`src/rtl/ahfhe_ram.sv`:
```
module ahfhe_ram #(
	parameter int WIDTH = 8,
	parameter int DEPTH = 256
) (
	input  logic                     clk,
	input  logic                     we,
	input  logic [$clog2(DEPTH)-1:0] waddr,
	input  logic [WIDTH-1:0]         wdata,
	input  logic [$clog2(DEPTH)-1:0] raddr,
	output logic [WIDTH-1:0]         rdata
);

	logic [WIDTH-1:0] mem [DEPTH];

	always_ff @(posedge clk) begin
		if (we) begin
			mem[waddr] <= wdata;
		end
		rdata <= mem[raddr];
	end

endmodule

```
`config.mk`:
```
export PLATFORM = sky130hd
export DESIGN_NAME = ahfhe_ram
export DESIGN_NICKNAME = d
export VERILOG_FILES = /design/src/rtl/ahfhe_ram.sv
export SDC_FILE = /design/constraint.sdc
export NUM_CORES = 2
export LEC_CHECK = 0
export BUFFER_PORTS_ARGS = -buffer_cell sky130_fd_sc_hd__buf_4
export CAP_MARGIN = 20
export CORE_MARGIN = 2
export CORE_UTILIZATION = 60
export DETAILED_ROUTE_END_ITERATION = 12
export GPL_ROUTABILITY_DRIVEN = 0
export HOLD_SLACK_MARGIN = 0.06
export PLACE_DENSITY_LB_ADDON = 0.05
export SYNTH_ARGS = -nofsm -noshare
export SYNTH_HDL_FRONTEND = slang
export SYNTH_SLANG_ARGS = --single-unit
export TNS_END_PERCENT = 30
```
`constraint.sdc`:
```
create_clock -name clk -period 6.6 [get_ports clk]
set_input_delay 0.66 -clock clk [delete_from_list [all_inputs] [get_ports clk]]
set_output_delay 0.66 -clock clk [all_outputs]
set_load 0.05 [all_outputs]
```
==> reports/results.tsv <==
stage	metric	value	unit
global_route	Total GRT Usage	29.3	%
timing	Worst Tran Pin Value	1.17	ns
global_route	global-route wire length before repair	282000	µm
cts	CTS Buffer Depth	3	
timing	Hold Vio Cnt, Final	0	
routing	wire length per cell	33.9	µm
synthesis	Synth Flop Type	edfxtp_1	
pwr	clock share of power	40.2	%
synthesis	Syn Std Cell Area	79600	µm²
worst_hold_path	WHS Path Cells	1	
synthesis	Seq/Total Area, Yosys	77.5	%
final_layout	fin nets	3854	
timing	slew margin rel.	22.1	%
die	Site Rows	133	
cts	Clock transition at path regs	0.07	ns
worst_setup_path	Worst path slowest cell	clkinv_1	
worst_setup_path	slowest stage delay, CP	0.90	ns
pwr	PwrDens	300	nW/µm²
die	Core Region	131000	µm²
pwr	Seq pwr share	54.8	%
final_layout	layout cell share with drive strength beyond 1	21.6	%
final_layout	area added between synthesis and finish	10.1	%
synthesis	synthesis-stage register bit count	2056	
routing	top routing layer in use	met5	
worst_setup_path	CP arrival	4.25	ns
cts	Post-CTS Setup Inserts	0	
global_route	gr ovfl total	0	
cts	hold buffer count at cts	0	
synthesis	Async S/R FF share, synth	0	%
routing	Iteration-0 DRC Markers	5350	
synthesis	cell count after synthesis	3733	
synthesis	warnings from Yosys	0	
worst_setup_path	crit path capture type	register	
routing	Routed Antenna Nets	0	
cts	CTS HTree Levels	4	
worst_hold_path	hold path start	wdata[2]	
worst_hold_path	Hold EP	mem[86][2]	
timing	fin crit share	53.4	%
placed_design	Final HPWL DP	121000	µm
synthesis	Post-synth EDFFs	2048	
synthesis	Compound-Gate Fraction of Synth Area	3.42	%
final_layout	commonest non-fill, non-tap cell in the layout	edfxtp_1	
worst_setup_path	WP data required	7.33	ns
global_route	initial antenna violation count	12	
pwr	Gate power share	5.0	%
worst_setup_path	worst path cell trace	buf_4 > clkinv_1 > nand2_1 > o21ai_0 > a2111oi_0 > nor3_1 > nor4_2	
timing	clock skew	0.0241	ns
run_status	outcome	completed	
flow_run	Max Cap Violations	0	
synthesis	Synth cell types	55	
routing	WL met1	76600	µm
cts	Clock Latency Late Sink	0.82	ns
timing	crit path time final	3.53	ns
synthesis	adder-cell share of the synthesized area	0	%
timing	PnR worst setup slack	3.07	ns
pwr	maximum VDD drop	0.300	mV
worst_setup_path	R2R Path Start	mem[87][1]	
die	die area	136000	µm²
placed_design	area post-placement	81600	µm²
cts	Resize count post-CTS	0	
cts	clk sinks	2056	
worst_setup_path	crit start category	input pin	
placed_design	dpl ws	2.27	ns
routing	DRC	0	
worst_setup_path	Worst R2R Setup Slack	3.92	ns
routing	vias per cell	6.77	
routing	Initial DRT Pass Iterations	5	
global_route	maximum number of pins on one net before global-route repair	173	
global_route	vias in the first global route	39300	
worst_setup_path	CP Class	in -> reg	
cts	clk root buf	clkbuf_16	
final_layout	post-route cell area	87600	µm²
cts	total CTS buffers	197	
routing	Met3 Wirelength	17600	µm
synthesis	syn_nets	3759	
timing	Finish-stage setup viols	0	
worst_setup_path	R2R cell count	5	
pwr	switch share	21.0	%
synthesis	mux contribution to synthesized area	14.6	%
routing	routed wire length on met2	94100	µm
worst_hold_path	Hold Path Class	in -> reg	
synthesis	xor-xnor portion of the synthesized cell area	0	%
synthesis	post-synthesis area per instance	21.3	µm²
die	Vert. Die Dim	368	µm
synthesis	largest family of logic cells by synthesized area	multiplexers	
worst_setup_path	R2R Path End	rdata[1]	
worst_setup_path	crit-path max FO	35	
timing	Max Freq	284	MHz
routing	vias	38800	
die	die width	368	µm
die	io pins	34	
pwr	P_leak	26.9	nW
final_layout	most frequent cells in the layout	edfxtp_1, mux4_2, nor2_1, clkbuf_16, mux2i_1	
timing	final max-slew violation count	0	
timing	TNS Setup	0	ns
pwr	Cell Int Power	20.8	mW
timing	RSZ-0062 raised after global routing	false	
routing	final wirelength	195000	µm
synthesis	Post-Synth Simple-Gate Area	2.63	%
pwr	Net Switching	5.52	mW
placed_design	Port Buffers	33	
final_layout	total of fill cells in the finished design	8317	
die	Initial Utilization	60.5	%
cts	CTS tree	yes	
[worst max-delay path by stage]
stage | startpoint | to | slack, ns
after floorplan | raddr[0] | rdata[2] | 4.00
after global placement | raddr[0] | rdata[4] | 1.59
after detailed placement | raddr[2] | rdata[2] | 2.27
after CTS | raddr[2] | rdata[2] | 3.14
after global routing | raddr[2] | rdata[2] | 3.01
final | raddr[2] | rdata[2] | 3.07
[metrics by stage]
stage	util, %	total power, mW	hold slack, ns	instances
detailed placement	62.0	16.0	1.02	5381
CTS	66.6	26.4	0.389	5734
global placement	62.0	16.0	1.00	5371
finish	66.6	26.3	0.413	5741
floorplan	-	15.4	0.759	3733
global route	66.6	27.0	0.434	5737
[logic make-up after synthesis]
| logic type | count (synthesis) |
|---|---|
| compound gates | 385 |
| buf+inv | 235 |
| flops | 2056 |
| mux | 591 |
| simple gates | 466 |
[cell type report]
type / count / area [µm²] / area share [%]
inverters: 2 / 7.51 / 0.00857
flip-flops and latches: 2056 / 61700 / 70.4
diodes: 4 / 10.0 / 0.0114
multi-input cells: 1442 / 16500 / 18.8
well taps: 1755 / 2200 / 2.51
clock inverters: 98 / 609 / 0.696
repair buffers: 129 / 1230 / 1.41
clock buffers: 255 / 5370 / 6.13
[worst max-delay path: cells and delay by family]
kind                   cells  cell delay [ns]
AOI/OAI and AO/OA          2             1.07
buffers and inverters      2             1.42
and+or+nand+nor            3             1.03
[synthesized netlist by cell type (3+ instances only)]
cell	number	area [µm²]
a211oi_1	16	120
mux4_2	454	10200
edfxtp_1	2048	61500
nand4_1	10	62.6
a221oi_1	13	114
nor2b_1	31	194
a21oi_1	96	480
or2_2	4	25.0
o211ai_1	10	75.1
nor3_1	22	110
nand3_1	34	170
a22oi_1	133	998
buf_2	31	155
nand2b_1	8	50.1
clkbuf_1	111	417
o22ai_1	28	175
o32ai_1	4	35.0
buf_6	21	236
and2_1	6	37.5
nand2_1	33	124
buf_4	27	203
o221ai_1	46	403
buf_1	22	82.6
nor2_1	282	1060
dfxtp_1	8	160
o21ai_0	10	50.1
a22o_1	8	70.1
nor4_2	3	37.5
o22a_1	5	43.8
buf_12	8	160
mux2i_1	134	1340
buf_8	13	195
nor4_1	24	150
[sequential cells by signal, indices dropped and copies added (netlist names)]
name and flops:
mem 2048, rdata 8
[routing by layer]
layer  track usage, %  vias up
met5                0        -
met4             9.43       16
li1                 -    15900
met2             45.9     1914
met1             41.8    20600
met3             6.36      395
[power groups by stage]
stage | clock network (mW) | registers, mW | logic, mW
2_1_floorplan | 0 | 14.7 | 0.699
3_3_place_gp | 0 | 14.7 | 1.29
3_5_place_dp | 0 | 14.7 | 1.32
4_1_cts | 10.7 | 14.4 | 1.32
5_1_grt | 11.2 | 14.4 | 1.38
6_report | 10.6 | 14.4 | 1.32
(Power assumes the default switching activity.)
