## src/rtl/ahfhe_div.sv

```systemverilog
module ahfhe_div #(
	parameter int DIVIDEND_W = 41
) (
	input  logic                  clk,
	input  logic                  arst_n,
	input  logic                  start,
	input  logic [DIVIDEND_W-1:0] dividend,
	input  logic [31:0]           divisor,
	output logic                  done,
	output logic [DIVIDEND_W-1:0] quotient
);

	localparam int CNT_W = $clog2(DIVIDEND_W + 1);

	logic                  busy_q;
	logic                  done_q;
	logic [CNT_W-1:0]      cnt_q;
	logic [31:0]           rem_q;
	logic [31:0]           divisor_q;
	logic [DIVIDEND_W-1:0] quo_q;
	logic [32:0]           shifted;
	logic [33:0]           trial;
	logic                  fits;

	// one restoring step: shift in the next dividend bit, try to subtract
	assign shifted = {rem_q, quo_q[DIVIDEND_W-1]};
	assign trial   = {1'b0, shifted} - {2'b00, divisor_q};
	assign fits    = ~trial[33];

	always_ff @(posedge clk or negedge arst_n) begin
		if (!arst_n) begin
			busy_q <= 1'b0;
			done_q <= 1'b0;
			cnt_q  <= '0;
		end else begin
			done_q <= 1'b0;
			if (start) begin
				busy_q <= 1'b1;
				cnt_q  <= CNT_W'(DIVIDEND_W);
			end else if (busy_q) begin
				cnt_q <= cnt_q - 1'b1;
				if (cnt_q == CNT_W'(1)) begin
					busy_q <= 1'b0;
					done_q <= 1'b1;
				end
			end
		end
	end

	always_ff @(posedge clk) begin
		if (start) begin
			rem_q     <= '0;
			quo_q     <= dividend;
			divisor_q <= divisor;
		end else if (busy_q) begin
			rem_q <= fits ? trial[31:0] : shifted[31:0];
			quo_q <= {quo_q[DIVIDEND_W-2:0], fits};
		end
	end

	assign done     = done_q;
	assign quotient = quo_q;

endmodule

```

## config.mk

```make
export PLATFORM = sky130hd
export DESIGN_NAME = ahfhe_div
export DESIGN_NICKNAME = d
export VERILOG_FILES = /design/src/rtl/ahfhe_div.sv
export SDC_FILE = /design/constraint.sdc
export NUM_CORES = 1
export LEC_CHECK = 0
export BUFFER_PORTS_ARGS = -buffer_cell sky130_fd_sc_hd__buf_2
export CORE_ASPECT_RATIO = 1.1
export CORE_UTILIZATION = 50
export DETAILED_ROUTE_END_ITERATION = 8
export GPL_TIMING_DRIVEN = 0
export MAX_ROUTING_LAYER = met4
export PLACE_DENSITY = 0.7
export SYNTH_ARGS = -nofsm -noshare
export SYNTH_HDL_FRONTEND = slang
export SYNTH_SLANG_ARGS = --single-unit
```

## constraint.sdc

```tcl
create_clock -name clk -period 3.7 [get_ports clk]
set_input_delay 0.555 -clock clk [delete_from_list [all_inputs] [get_ports clk]]
set_output_delay 0.555 -clock clk [all_outputs]
set_load 0.01 [all_outputs]
```

==> metrics <==
run status=finished clean; num ports=118; final worst clock skew=0.01194 ns; synthesis-to-layout area growth=21.65%; Num Clock Sinks=around 110; CTS tree=done; initial core utilization=0.5160; WL/cell=17.88 µm; crit start category=flop; prevailing post-synth register cell=edfxtp_1; startpoint-to-endpoint class of the critical path=flop to flop; total of endpoints with negative setup slack in the final report=0; slew of the pin with the lowest slew margin=0.8443 ns; largest fanout on the critical path=4; remaining design rule violation count=0; number of distinct library cells after synthesis=slightly above 70; area used by multi-input combinational logic=3117 µm²; fin cells=around 930; unrepaired setup endpoints after global routing=false; arrival time reported for the critical path endpoint=around 3.6 ns; pin count of the biggest net entering global routing=42; total of warnings raised by yosys=0; overall die height=121.8 µm; post-CTS setup-driven buffer insertion count=0; vias in the first global route=5420; number of hold buffers added after cts=1; static leakage=3.523 nW; share of synthesized area occupied by flip-flops and latches=0.4649; final slew viol count=0; core occupancy in the finished layout=0.6277; total congestion overflow=0; worst hold-check slack=0.3017 ns; maximum single-stage delay on the critical path=between 0.4 and 0.5 ns; headroom to the max-slew limit=0.4363; count of placed standard cells including taps=approximately 890; number of antenna diodes=0; slowest stage cell on the critical path=fa_1; number of stages on the worst setup path=12; I/O Buffers=117; fill cell instance count of the final layout=1036; share of synthesized flip-flops with an asynchronous set or reset=0.07080; part of the cycle the worst path needs=0.8704; endpoints failing hold=0; clock input transition at the sequential cells of the worst setup and hold paths=around 0.070 ns; overall die area=13510 µm²; final weighted congestion in routability-driven placement=0.9126; initial antenna violation count=0; Worst IR Drop VDD=372.2 µV; Worst R2R Path Depth=12; wire length of the first global-routing pass=26420 µm; power density normalized to cell area=about 460 nW/µm²; via count of the routed design=5370; total nets after synthesis=731; initial DRC count=~410; most numerous cell on the critical path=inv_1; Period minus WS final=3.220 ns; worst hold path cell count=1; number of buffers created by CTS=17; total half-perimeter wirelength after legalization and detailed placement=around 12000 µm; mean cell area of the mapped netlist=10.52 µm²; category of the worst setup path capture point=flop; average vias per placed instance=5.793; Hold/Removal Path Class=input port to flop; Die Width=110.9 µm; nets@finish=868; Std-Cell Rows=43; maximum achievable frequency=310.5 MHz; Post-Route Setup TNS=0 ns; Register Area=3033 µm²; number of synthesized flops with an enable pin=73; total buffers and inverters traversed by the critical path=2; critical path data required time=4.04 ns; TritonRoute pass-1 iters=5; worst-case clock buffer depth=2; clock insertion delay at the later pin of the skew report=0.43 ns; total core area=12640 µm²; cell-by-cell trace of the critical path=inv_1 -> ha_1 -> inv_1 -> fa_1 -> a211oi_2 -> o21bai_1 -> and4_4 -> nor4_4 -> a2111oi_4 -> o31a_1 -> or3_1 -> a311oi_1; layout cell share with drive strength beyond 1=0.2987; CP top delay family=compound AO/OA/AOI/OAI gates; Synth Register Bits=113; count of antenna-violating nets left after detailed routing=0; htree depth=4; root buf cell=clkbuf_16; cell count after synthesis=between 600 and 700; summed instance area of the synthesized netlist=6524 µm²; total routing usage reported by global routing=0.2615; Overall Power=0.003675 W; number of gates given a new drive strength after cts=0; routed wire length=approximately 17000 µm; maxcap violations=0
-- placed cells by master (no fill, tap or decap), drive strengths merged, types with 3 or more instances in the layout --
cell | Yosys | routed
nor4 | 5 | 5
bufinv | 0 | 3
o31ai | 3 | 3
nor2 | 51 | 51
a31oi | 4 | 4
edfxtp | 73 | 73
xnor2 | 12 | 12
inv | 48 | 56
o21a | 6 | 6
o211ai | 9 | 9
clkinv | 0 | 3
ha | 34 | 34
nand4 | 5 | 5
o211a | 7 | 7
buf | 10 | 127
o21bai | 3 | 3
dfrtp | 8 | 8
nand3 | 13 | 13
nand2b | 3 | 3
a21o | 11 | 11
clkbuf | 17 | 34
a311oi | 8 | 8
xor2 | 9 | 9
nor2b | 3 | 3
a21boi | 3 | 3
or3 | 5 | 5
nand2 | 57 | 57
mux2i | 5 | 5
o21ai | 25 | 25
o31a | 5 | 5
mux2 | 42 | 42
a21oi | 46 | 46
a211oi | 16 | 16
nor3 | 12 | 12
and2 | 5 | 5
dfxtp | 32 | 32
-- sequential cells by signal, summed over array words and instances, names as in the netlist --
name	count
cnt_q	6
quotient	41
done	1
divisor_q	32
rem_q	32
busy_q	1
-- kinds of logic (layout without fill, tap and decap cells) --
group / after synthesis / count (layout) / synth area share
AO/OA/AOI/OAI: 162 / 162 / 0.1803
XOR/XNOR: 21 / 21 / 0.02819
adder cells (fa/ha/maj): 35 / 35 / 0.06828
buffers and inverters: 75 / 225 / 0.05734
flip-flops: 113 / 113 / 0.4649
multiplexers: 47 / 47 / 0.08017
AND/OR/NAND/NOR: 167 / 167 / 0.1208
-- final cells by class --
| class | instances | area share |
|---|---|---|
| buffer | 27 | 0.02444 |
| tap | 157 | 0.02475 |
| sequential | 113 | 0.3822 |
| clock buffer | 17 | 0.05360 |
| timing repair buffer | 118 | 0.07504 |
| clock inverter | 15 | 0.02459 |
| multi-input combinational | 432 | 0.3927 |
| inverter | 48 | 0.02270 |
-- final timing paths --
check	start	end	slack, ns
max in group asynchronous	arst_n	cnt_q[5]	3.03
max reg2reg	quotient[40]	rem_q[28]	0.48
min reg2reg	rem_q[31]	rem_q[31]	0.50
max	quotient[40]	rem_q[28]	0.48
min	divisor[30]	divisor_q[30]	0.30
min in group asynchronous	arst_n	cnt_q[1]	0.50
-- per-stage QoR --
stage                     area, µm²  setup slack [ns]
after floorplan                6524            0.7068
after global placement         7306           0.01304
after detailed placement       7306            0.4360
after CTS                      7936            0.5053
after global routing           7936            0.3216
final                          7936            0.4795
-- Yosys cell counts, types with 2 or more instances --
master,n,area [µm²]
nand4_1,5,31.28
nand3_1,13,65.06
a21oi_1,43,215.2
buf_2,4,20.02
a311oi_1,8,70.07
edfxtp_1,73,2192
a21oi_2,3,26.28
and2_1,4,25.02
nor4_1,4,25.02
dfxtp_1,32,640.6
o211ai_1,8,60.06
clkbuf_1,12,45.04
nor2b_1,3,18.77
inv_1,48,180.2
a21o_2,2,17.52
and3_1,2,12.51
a2111oi_4,2,55.05
o21ai_1,4,20.02
nand2_1,56,210.2
o21bai_1,3,22.52
or3_1,3,18.77
buf_6,2,22.52
o21a_1,6,45.04
o21ai_0,20,100.1
a21boi_0,3,22.52
xnor2_1,12,105.1
clkbuf_8,5,68.82
a21o_1,9,67.56
a211oi_1,15,112.6
buf_4,3,22.52
dfrtp_1,8,200.2
mux2_2,42,473.0
o31a_1,4,35.03
a211o_1,2,17.52
ha_1,34,425.4
a32oi_1,2,17.52
o211a_1,7,70.07
nor3_1,12,60.06
a31oi_1,4,25.02
o31ai_1,2,15.01
nand2b_1,3,18.77
mux2i_1,5,50.05
xor2_1,9,78.83
nor2_1,51,191.4
-- layer usage --
| layer | vias to the layer above | part of all wire | track usage |
|---|---|---|---|
| met5 | - | 0 | - |
| met4 | 0 | 0.031 | 0.1358 |
| met3 | 45 | 0.078 | 0.06368 |
| met2 | 217 | 0.48 | 0.4185 |
| met1 | 2538 | 0.41 | 0.3079 |
| li1 | 2570 | - | - |
-- power by group --
group          switching [W]  total [W]  internal [W]
Sequential         0.0000471    0.00149       0.00145
Combinational       0.000239   0.000440      0.000201
Clock               0.000662    0.00174       0.00108
Power figures use the tool's default switching activity.
