[config.mk]
export PLATFORM = sky130hd
export DESIGN_NAME = ahfhe_regs
export DESIGN_NICKNAME = d
export VERILOG_FILES = /design/src/rtl/ahfhe_pkg.sv /design/src/rtl/ahfhe_regs.sv
export SDC_FILE = /design/constraint.sdc
export NUM_CORES = 1
export LEC_CHECK = 0
export ABC_AREA = 1
export BUFFER_PORTS_ARGS = -buffer_cell sky130_fd_sc_hd__buf_2
export CAP_MARGIN = 15
export CORE_AREA = 2 2 99 101
export CTS_BUF_LIST = sky130_fd_sc_hd__clkbuf_4 sky130_fd_sc_hd__clkbuf_8 sky130_fd_sc_hd__clkbuf_16
export DETAILED_ROUTE_END_ITERATION = 10
export DIE_AREA = 0 0 101 103
export GPL_ROUTABILITY_DRIVEN = 0
export PLACE_DENSITY = 0.68
export RECOVER_POWER = 50
export SLEW_MARGIN = 20
export SYNTH_ARGS = -nofsm -noshare
export SYNTH_HDL_FRONTEND = slang
export SYNTH_SLANG_ARGS = --single-unit
[constraint.sdc]
create_clock -name clk -period 1 [get_ports clk]
set_input_delay 0.2 -clock clk [delete_from_list [all_inputs] [get_ports clk]]
set_output_delay 0.2 -clock clk [all_outputs]
set_load 0.02 [all_outputs]
[src/rtl/ahfhe_pkg.sv]
package ahfhe_pkg;

	// fixed field widths
	localparam int POS_W    = 32;
	localparam int TIME_W   = 32;
	localparam int PERIOD_W = 16;
	localparam int IDX_W    = 8;
	localparam int HEAT_W   = 8;
	localparam int COUNT_W  = 32;
	localparam int MODE_W   = 2;

	// apb port
	localparam int PADDR_W  = 4;
	localparam int PDATA_W  = 32;
	localparam int REG_IDX_W = 2;

	localparam logic [HEAT_W-1:0] HEAT_FULL = 8'hFF;

	// item modes
	localparam logic [MODE_W-1:0] MODE_RECORD = 2'd0;
	localparam logic [MODE_W-1:0] MODE_DAMP   = 2'd1;
	localparam logic [MODE_W-1:0] MODE_READ   = 2'd2;

	// register indexes
	localparam logic [REG_IDX_W-1:0] REG_RANGE_LOW   = 2'd0;
	localparam logic [REG_IDX_W-1:0] REG_RANGE_HIGH  = 2'd1;
	localparam logic [REG_IDX_W-1:0] REG_DAMP_PERIOD = 2'd2;

	// register reset values
	localparam logic signed [POS_W-1:0] RANGE_LOW_RST   = 32'sd0;
	localparam logic signed [POS_W-1:0] RANGE_HIGH_RST  = 32'sd65536;
	localparam logic [PERIOD_W-1:0]     DAMP_PERIOD_RST = 16'd500;

	typedef struct packed {
		logic [MODE_W-1:0]       mode;
		logic signed [POS_W-1:0] position;
		logic signed [TIME_W-1:0] now;
		logic [IDX_W-1:0]        segment_index;
	} item_t;

	typedef struct packed {
		logic                in_range;
		logic                was_hit;
		logic [HEAT_W-1:0]   heat_value;
		logic [COUNT_W-1:0]  access_total;
		logic [COUNT_W-1:0]  hit_total;
		logic                damped;
	} result_t;

	typedef struct packed {
		logic signed [POS_W-1:0] range_low;
		logic signed [POS_W-1:0] range_high;
		logic [PERIOD_W-1:0]     damp_period;
	} cfg_t;

	// one segment table entry
	typedef struct packed {
		logic              present;
		logic [HEAT_W-1:0] heat;
	} seg_entry_t;

endpackage

[src/rtl/ahfhe_regs.sv]
module ahfhe_regs import ahfhe_pkg::*; (
	input  logic               clk,
	input  logic               arst_n,
	input  logic               psel,
	input  logic               penable,
	input  logic               pwrite,
	input  logic [PADDR_W-1:0] paddr,
	input  logic [PDATA_W-1:0] pwdata,
	output logic [PDATA_W-1:0] prdata,
	output logic               pready,
	output cfg_t               cfg
);

	cfg_t                 cfg_q;
	logic [REG_IDX_W-1:0] reg_idx;
	logic                 wr_en;

	assign reg_idx = paddr[PADDR_W-1:2];
	assign wr_en   = psel & penable & pwrite;
	assign pready  = 1'b1;

	always_ff @(posedge clk or negedge arst_n) begin
		if (!arst_n) begin
			cfg_q.range_low   <= RANGE_LOW_RST;
			cfg_q.range_high  <= RANGE_HIGH_RST;
			cfg_q.damp_period <= DAMP_PERIOD_RST;
		end else if (wr_en) begin
			unique case (reg_idx)
				REG_RANGE_LOW:   cfg_q.range_low   <= pwdata;
				REG_RANGE_HIGH:  cfg_q.range_high  <= pwdata;
				REG_DAMP_PERIOD: cfg_q.damp_period <= pwdata[PERIOD_W-1:0];
				default: ;
			endcase
		end
	end

	always_comb begin
		unique case (reg_idx)
			REG_RANGE_LOW:   prdata = cfg_q.range_low;
			REG_RANGE_HIGH:  prdata = cfg_q.range_high;
			REG_DAMP_PERIOD: prdata = {{(PDATA_W-PERIOD_W){1'b0}}, cfg_q.damp_period};
			default:         prdata = '0;
		endcase
	end

	assign cfg = cfg_q;

endmodule

==> results of run 1 <==
timing repair:
action | 4_1_cts | 5_1_grt
endpoints found under the setup margin | 112 | 112
hold buffers | 1 | 0
hold endpoints to repair | 73 | 0
gates cloned | 0 | 1
gates resized for setup | 231 | 45
buffers inserted | 19 | 37
pin swaps | 57 | 23
path summary, 6_finish.rpt:
| check | depth (start not counted) | endpoint | startpoint | slack, ns |
|---|---|---|---|---|
| max | 3 | prdata[4] | cfg[4] | -0.38 |
| min | 3 | cfg[32] | pwdata[16] | 0.05 |
| max reg2reg | 5 | cfg[48] | cfg[48] | 0.01 |
| min reg2reg | 2 | cfg[8] | cfg[8] | 0.48 |
| max in group asynchronous | 3 | cfg[16] | arst_n | 0.12 |
| min in group asynchronous | 3 | cfg[3] | arst_n | 0.47 |
worst reg2reg max path: stages, from the launching register on:
cell	delay (ns)
dfrtp_1	0.41
buf_6	0.13
buf_4	0.12
buf_4	0.12
nand2_1	0.06
nand2_1	0.04
area by class of cell:
class | count | area [sq um] | area share
multi-input combinational | 366 | 1560 | 0.247
clock buffer | 11 | 139 | 0.0221
tap | 114 | 143 | 0.0227
sequential | 80 | 2010 | 0.320
timing repair buffer | 238 | 2310 | 0.367
inverter | 5 | 23.8 | 0.00378
clock inverter | 5 | 106 | 0.0169
metal layers:
| metal | up-vias | wire length, um | GRT usage |
|---|---|---|---|
| met1 | 1960 | 4880 | 0.266 |
| met2 | 156 | 6790 | 0.409 |
| met4 | 0 | 289 | 0.0894 |
| met3 | 25 | 673 | 0.0420 |
| li1 | 1871 | - | - |
| met5 | - | 0 | 0 |
where the power goes:
group	internal (uW)	switching, uW
Clock	1720	1190
Sequential	3940	693
Combinational	2740	2460
Total	8410	4340
stage by stage:
| stage | util | setup TNS, ns | cell area, sq um | instances | setup slack, ns |
|---|---|---|---|---|---|
| final | 0.665 | -21.27 | 6290 | 819 | -0.376 |
| after global routing | 0.665 | -26.03 | 6290 | 819 | -0.424 |
| after CTS | 0.619 | -19.35 | 5860 | 781 | -0.359 |
| after detailed placement | 0.499 | -21.10 | 4720 | 745 | -0.256 |
| after global placement | 0.499 | -19.03 | 4720 | 745 | -0.221 |
| after floorplan | - | 0 | 3670 | 473 | 0.00144 |
kinds of logic (layout without fill, tap and decap cells):
logic type	count (synthesis)	count (layout)	share of synthesized area
and+or+nand+nor	365	365	0.397
buffers and inverters	27	259	0.0450
other	1	1	0.00104
DFF	80	80	0.557
placed cells by master, fill, tap and decap left out, drive strengths merged:
master	netlist	final
buf	22	234
dfstp	7	7
dlygate4sd3	0	1
conb	1	1
inv	5	4
dfrtp	73	73
nand2	343	343
nand3	17	17
clkinv	0	2
clkinvlp	0	1
clkbuf	0	14
nor2	5	5
bufinv	0	3
==> results.sh, run 1 <==
export IMPL_outcome="complete, but fails checks"
export IMPL_violations="negative setup slack"
export IMPL_startpoint_type="flop"
export IMPL_whs_ns=0.0528
export IMPL_start_util=0.382
export IMPL_period_minus_slack_ns=1.38
export IMPL_critPathArrivalTime_ns=1.18
export IMPL_die_area_sq_um=10400
export IMPL_p_per_area_nw_per_um2=2030
export IMPL_fp_row_count=36
export IMPL_setup_viol_count_final=112
export IMPL_synthArstFlopShare=1.00
export IMPL_clock_sinks=80
export IMPL_hpwl_mm=7.75
export IMPL_yosysWarnings=0
export IMPL_fillers=737
export IMPL_cellLeakagePower_uw=0.00353
export IMPL_min_path_type="primary input to flop"
export IMPL_grt_pass1_wl_mm=18.2
export IMPL_via_count=4012
export IMPL_total_power_uw=12700
export IMPL_synthesis_area_sq_um=3610
export IMPL_synth_top_area_frac=0.506
export IMPL_synth_ff_type="dfrtp_1"
export IMPL_timing_final_crit_share=1.38
export IMPL_synth_edff_count=0
export IMPL_synth_area_leaders="dfrtp_1 51%, nand2_1 35%, dfstp_2 5.1%"
export IMPL_drc_errors=0
export IMPL_synth_distinct_cells=13
export IMPL_diodes=0
export IMPL_crit_slowest_cell="dfstp_2"
export IMPL_clock_latency_ns=0.34
export IMPL_final_net_count=741
export IMPL_slew_viol_final=0
export IMPL_cts_buffers=9
export IMPL_tightest_slew_ns=0.547
export IMPL_final_antenna_net_count=0
export IMPL_core_area_sq_um=9460
export IMPL_crit_path_end_kind="primary output"
export IMPL_critPathMaxStageDelay_ns=0.56
export IMPL_synth_common_cells="339 x nand2_1, 73 x dfrtp_1, 16 x nand3_1, 11 x buf_4, 10 x buf_2"
export IMPL_grtUsageTotal=0.226
export IMPL_first_iter_violations=168
export IMPL_rsz0062_at_grt="true"
export IMPL_synth_area_leader_cell="dfrtp_1"
export IMPL_worstPathMaxFanout=3
export IMPL_maxCapViolations=0
export IMPL_ir_worst_vdd_mv=1.03
export IMPL_chipHeight_um=103
export IMPL_wire_per_inst_um=15.4
export IMPL_crit_chain="nand2_1, nand3_2, buf_6"
export IMPL_clk_pin_slew_worst_paths_ns=0.09
export IMPL_slew_headroom=0.636
export IMPL_layout_drive_gt1_share=0.431
export IMPL_cp_required_ns=0.80
export IMPL_clock_fmax_mhz=727
export IMPL_antenna_found_initial=0
export IMPL_drt_first_pass_iters=5
export IMPL_die_w_um=101
export IMPL_yosysMostFrequentCell="nand2_1"
export IMPL_cts_max_level=3
export IMPL_clock_root_buffer="clkbuf_8"
export IMPL_io_buffers=150
export IMPL_area_delta_synth_final_pct=74.2
export IMPL_setup_ws_ns=-0.376
export IMPL_timing_critical_path_buf_inv=1
export IMPL_wl_mm=12.6
export IMPL_globalRouteOverflowTotal=0
export IMPL_ys_seq_elements=80
export IMPL_synthCells=473
export IMPL_yosysSeqAreaShare=0.557
export IMPL_io_pins=154
export IMPL_grt_pass1_vias=3695
export IMPL_syn_avg_cell_area_sq_um=7.63
export IMPL_grt_max_degree=44
export IMPL_largest_reg_flops=80
export IMPL_cp_top_family="flip-flops"
export IMPL_finClkSkew_ns=0
export IMPL_synth_nets=514
export IMPL_cts_tree="yes"
export IMPL_hold_viol=0
export IMPL_path_class="flop to primary output"
export IMPL_viasPerCell=4.90
export IMPL_cts_path_max_buffers=2
(Power assumes the default switching activity.)
==> run 2: changes to the inputs <==
--- a/config.mk
+++ b/config.mk
@@ -14,7 +14,7 @@
 export DIE_AREA = 0 0 101 103
 export GPL_ROUTABILITY_DRIVEN = 0
 export PLACE_DENSITY = 0.68
-export RECOVER_POWER = 50
+export SETUP_SLACK_MARGIN = 0.4
 export SLEW_MARGIN = 20
 export SYNTH_ARGS = -nofsm -noshare
 export SYNTH_HDL_FRONTEND = slang
==> run 2 against run 1 <==
The run ends with negative hold slack, negative setup slack left; largest cell class unchanged; register-to-register slack improved by 0.05 ns; sequential power increased by 5.4%; first-iteration DRC count decreased by 42%; total power increased by 1.7%; sequential share of layout area decreased by 4.4 points; wire length increased by 17%; flip-flop and latch count unchanged.
==> results.sh, run 2 (synthesized netlist as in run 1, its figures left out) <==
export IMPL_critPathMaxStageDelay_ns=0.57
export IMPL_outcome="complete, but fails checks"
export IMPL_cp_required_ns=0.80
export IMPL_globalRouteOverflowTotal=0
export IMPL_period_minus_slack_ns=1.36
export IMPL_ir_worst_vdd_mv=1.19
export IMPL_r2r_start="cfg[16]"
export IMPL_r2r_slack_ns=0.06
export IMPL_p_per_area_nw_per_um2=1700
export IMPL_crit_path_end_kind="primary output"
export IMPL_area_delta_synth_final_pct=111
export IMPL_clock_latency_ns=0.35
export IMPL_grtUsageTotal=0.257
export IMPL_whs_ns=-0.200
export IMPL_final_antenna_net_count=0
export IMPL_cts_max_level=3
export IMPL_drc_errors=0
export IMPL_timing_critical_path_buf_inv=1
export IMPL_timing_final_crit_share=1.36
export IMPL_die_w_um=101
export IMPL_final_net_count=742
export IMPL_largest_reg_flops=80
export IMPL_antenna_found_initial=0
export IMPL_layout_drive_gt1_share=0.792
export IMPL_crit_chain="nand2_2, nand3_2, buf_6"
export IMPL_start_util=0.382
export IMPL_hold_viol=73
export IMPL_wire_per_inst_um=18.0
export IMPL_grt_pass1_wl_mm=20.4
export IMPL_violations="negative hold slack, negative setup slack"
export IMPL_maxCapViolations=0
export IMPL_cts_tree="yes"
export IMPL_reg2reg_depth=5
export IMPL_final_common_cell="buf_6"
export IMPL_wl_mm=14.8
export IMPL_min_path_type="primary input to async pin"
export IMPL_first_iter_violations=97
export IMPL_slew_viol_final=0
export IMPL_final_cell_mix="147 x buf_6, 146 x nand2_1, 141 x nand2_2"
export IMPL_r2r_end="cfg[16]"
export IMPL_setup_ws_ns=-0.363
export IMPL_clock_sinks=80
export IMPL_crit_slowest_cell="dfstp_2"
export IMPL_clock_root_buffer="clkbuf_8"
export IMPL_io_pins=154
export IMPL_die_area_sq_um=10400
export IMPL_cts_path_max_buffers=2
export IMPL_clk_pin_slew_worst_paths_ns=0.09
export IMPL_viasPerCell=5.00
export IMPL_finClkSkew_ns=0
export IMPL_diodes=0
export IMPL_fp_row_count=36
export IMPL_cp_top_family="flip-flops"
export IMPL_hpwl_mm=8.00
export IMPL_grt_pass1_vias=3945
export IMPL_critPathArrivalTime_ns=1.16
export IMPL_rsz0062_at_grt="true"
export IMPL_worstPathMaxFanout=3
export IMPL_cts_buffers=9
export IMPL_io_buffers=150
export IMPL_path_class="flop to primary output"
export IMPL_drt_first_pass_iters=4
export IMPL_dp_slack_ns=-0.318
export IMPL_clock_fmax_mhz=734
export IMPL_fillers=561
export IMPL_core_area_sq_um=9460
export IMPL_grt_max_degree=43
export IMPL_chipHeight_um=103
export IMPL_startpoint_type="flop"
export IMPL_via_count=4104
export IMPL_cellLeakagePower_uw=0.00401
export IMPL_setup_viol_count_final=112
[run 2: area by class of cell]
class,count,area [sq um],area share
multi-input combinational,366,2360,0.310
sequential,80,2100,0.276
clock inverter,5,57.6,0.00755
timing repair buffer,238,2720,0.357
inverter,5,76.3,0.0100
tap,114,143,0.0187
clock buffer,11,139,0.0182
timing repair inverter,1,16.3,0.00213
[run 2: how the worst max path moves through the flow]
stage / startpoint / to / cells after the start
after global placement: paddr[3] / prdata[15] / 7
after floorplan: cfg[5] / prdata[5] / 2
after detailed placement: paddr[3] / prdata[15] / 7
after CTS: cfg[32] / prdata[16] / 3
final: cfg[8] / prdata[8] / 3
after global routing: cfg[8] / prdata[8] / 3
[run 2: metal layers]
| layer | track usage | wire [um] |
|---|---|---|
| met5 | 0 | 0 |
| met4 | 0.0769 | 166 |
| met2 | 0.427 | 7560 |
| met3 | 0.0692 | 1080 |
| met1 | 0.332 | 5970 |
[run 2: what timing repair did]
action / 4_1_cts / 5_1_grt
resized for setup: 305 / 164
setup buffers: 17 / 34
pin swaps: 68 / 76
endpoints found under the hold margin: 73 / 73
gates cloned: 9 / 2
endpoints found under the setup margin: 192 / 192
[run 2: per-stage QoR]
step           power, uW  std cells  TNS [ns]   util  area, sq um
2_1_floorplan       6740        473         0      -         4190
3_3_place_gp        8030        742    -25.95  0.557         5270
3_5_place_dp        8130        742    -27.13  0.557         5270
4_1_cts            12000        784    -21.32  0.717         6780
5_1_grt            13500        820    -25.86  0.805         7620
6_report           13000        820    -22.40  0.805         7620
[run 2: report_power, final]
| group | leakage, uW | internal, uW | switching, uW | total, uW |
|---|---|---|---|---|
| clock | 0.0000924 | 1210 | 1220 | 2430 |
| combinational | 0.00301 | 2920 | 2730 | 5650 |
| sequential | 0.000907 | 4060 | 816 | 4880 |
| total | 0.00401 | 8180 | 4770 | 13000 |
==> run 3: changes to the inputs <==
--- a/config.mk
+++ b/config.mk
@@ -13,7 +13,7 @@
 export DETAILED_ROUTE_END_ITERATION = 10
 export DIE_AREA = 0 0 101 103
 export GPL_ROUTABILITY_DRIVEN = 0
-export PLACE_DENSITY = 0.68
+export PLACE_DENSITY = 0.7
 export SETUP_SLACK_MARGIN = 0.4
 export SLEW_MARGIN = 20
 export SYNTH_ARGS = -nofsm -noshare
==> run 3 against run 2 <==
Count of clock-buffer cells in the layout is 1 lower; first-iteration DRC count is 61% higher; critical endpoint unchanged; core utilization is 1.7 points lower; worst setup slack improved by 0.0037 ns; sequential share of layout area grew 0.61 points; clock skew unchanged; clock power decreased by 3%; fmax up 0.27%; critical path depth unchanged; highest routed layer unchanged; the flow still finishes with violations (negative hold slack, negative setup slack); largest cell class unchanged.
==> results.sh, run 3 (synthesized netlist as in run 1, its figures left out) <==
export IMPL_outcome="complete, but fails checks"
export IMPL_violations="negative hold slack, negative setup slack"
export IMPL_area_delta_synth_final_pct=106
export IMPL_path_class="flop to primary output"
export IMPL_multi_input_area_sq_um=2280
export IMPL_slew_viol_final=0
export IMPL_drt_first_pass_iters=4
export IMPL_diodes=0
export IMPL_antenna_found_initial=0
export IMPL_fin_area_sq_um=7450
export IMPL_rsz0062_at_grt="true"
export IMPL_setup_viol_count_final=112
export IMPL_final_cell_mix="178 x nand2_1, 154 x buf_6, 110 x nand2_2"
export IMPL_fillers=579
export IMPL_crit_path_end_kind="primary output"
export IMPL_ir_worst_vdd_mv=0.957
export IMPL_grt_max_degree=34
export IMPL_startpoint_type="flop"
export IMPL_stdcell_count=819
export IMPL_critPathArrivalTime_ns=1.16
export IMPL_largest_reg_flops=80
export IMPL_viasPerCell=5.03
export IMPL_clk_pin_slew_worst_paths_ns=0.09
export IMPL_period_minus_slack_ns=1.36
export IMPL_clock_root_buffer="clkbuf_8"
export IMPL_p_per_area_nw_per_um2=1730
export IMPL_p_sw_uw=4760
export IMPL_finClkSkew_ns=0
export IMPL_cts_max_level=3
export IMPL_whs_ns=-0.294
export IMPL_cts_buffers=9
export IMPL_grt_pass1_vias=3922
export IMPL_switching_share=0.369
export IMPL_total_power_uw=12900
export IMPL_fp_row_count=36
export IMPL_clock_fmax_mhz=736
export IMPL_hpwl_mm=8.15
export IMPL_clock_latency_ns=0.34
export IMPL_chipHeight_um=103
export IMPL_wire_per_inst_um=18.0
export IMPL_die_area_sq_um=10400
export IMPL_maxCapViolations=0
export IMPL_regArea_sq_um=2100
export IMPL_via_count=4117
export IMPL_drc_errors=0
export IMPL_io_pins=154
export IMPL_comb_power_share=0.435
export IMPL_start_util=0.382
export IMPL_first_iter_violations=156
export IMPL_final_net_count=741
export IMPL_min_path_type="primary input to async pin"
export IMPL_seqPwrFrac=0.382
export IMPL_setup_ws_ns=-0.360
export IMPL_die_w_um=101
export IMPL_hold_viol=74
export IMPL_cp_required_ns=0.80
export IMPL_wl_mm=14.8
export IMPL_final_common_cell="nand2_1"
export IMPL_r2r_slack_ns=0.03
export IMPL_tns_ns=-21.65
export IMPL_clock_sinks=80
export IMPL_core_area_sq_um=9460
export IMPL_cts_tree="yes"
export IMPL_grtUsageTotal=0.259
export IMPL_p_clk_frac=0.183
export IMPL_io_buffers=150
export IMPL_globalRouteOverflowTotal=0
export IMPL_cellLeakagePower_uw=0.00395
export IMPL_timing_final_crit_share=1.36
export IMPL_dp_cells=741
export IMPL_worstPathMaxFanout=3
export IMPL_cts_path_max_buffers=2
export IMPL_final_antenna_net_count=0
export IMPL_layout_drive_gt1_share=0.746
export IMPL_p_int_uw=8130
export IMPL_grt_pass1_wl_mm=20.4
export IMPL_placed_area_sq_um=5220
-- run 3: per-layer routing --
| metal | part of all wire | track usage | wire (um) | vias to the layer above |
|---|---|---|---|---|
| li1 | - | - | - | 1884 |
| met1 | 0.39 | 0.326 | 5760 | 2017 |
| met2 | 0.52 | 0.448 | 7710 | 185 |
| met3 | 0.066 | 0.0461 | 971 | 31 |
| met4 | 0.021 | 0.0946 | 303 | 0 |
| met5 | 0 | 0 | 0 | - |
-- run 3: power groups by stage --
stage	combinational [uW]	sequential, uW	clock [uW]
4_1_cts	4740	4860	2410
6_report	5610	4920	2360
3_5_place_dp	3390	4720	0
3_3_place_gp	3320	4690	0
2_1_floorplan	1250	5490	0
5_1_grt	5930	4990	2540
-- run 3: worst paths after layout --
path | cells past startpoint | endpoint | start
setup reg to reg | 5 | cfg[12] | cfg[12]
hold reg to reg | 2 | cfg[6] | cfg[6]
setup / recovery | 3 | prdata[8] | cfg[8]
min in group clk | 3 | cfg[8] | pwdata[8]
hold / removal | 1 | cfg[67] | arst_n
max in group asynchronous | 2 | cfg[5] | arst_n
-- run 3: layout make-up --
type | instances | area share
inverters | 5 | 0.0121
clock inverters | 6 | 0.00806
multi-input cells | 366 | 0.306
well taps | 114 | 0.0191
repair buffers | 238 | 0.355
clock buffers | 10 | 0.0176
flip-flops and latches | 80 | 0.282
-- run 3: stage by stage --
stage               hold WS (ns)  utilization  worst slack, ns
floorplan                -0.0956            -           0.0383
finish                    -0.294        0.788           -0.360
global route              -0.298        0.788           -0.404
detailed placement        0.0717        0.551           -0.465
CTS                       -0.310        0.713           -0.363
global placement          0.0720        0.551           -0.415
-- run 3: critical path, cell delays in order, from the launching register on --
cell and delay [ns]:
dfstp_2 0.57, nand2_2 0.06, nand3_2 0.06, buf_6 0.12
-- run 3: timing repair --
action / CTS / global route
gates cloned: 8 / 0
buffers inserted: 22 / 32
pin swaps: 57 / 52
resized for setup: 320 / 137
endpoints found under the setup margin: 192 / 192
endpoints found under the hold margin: 74 / 74
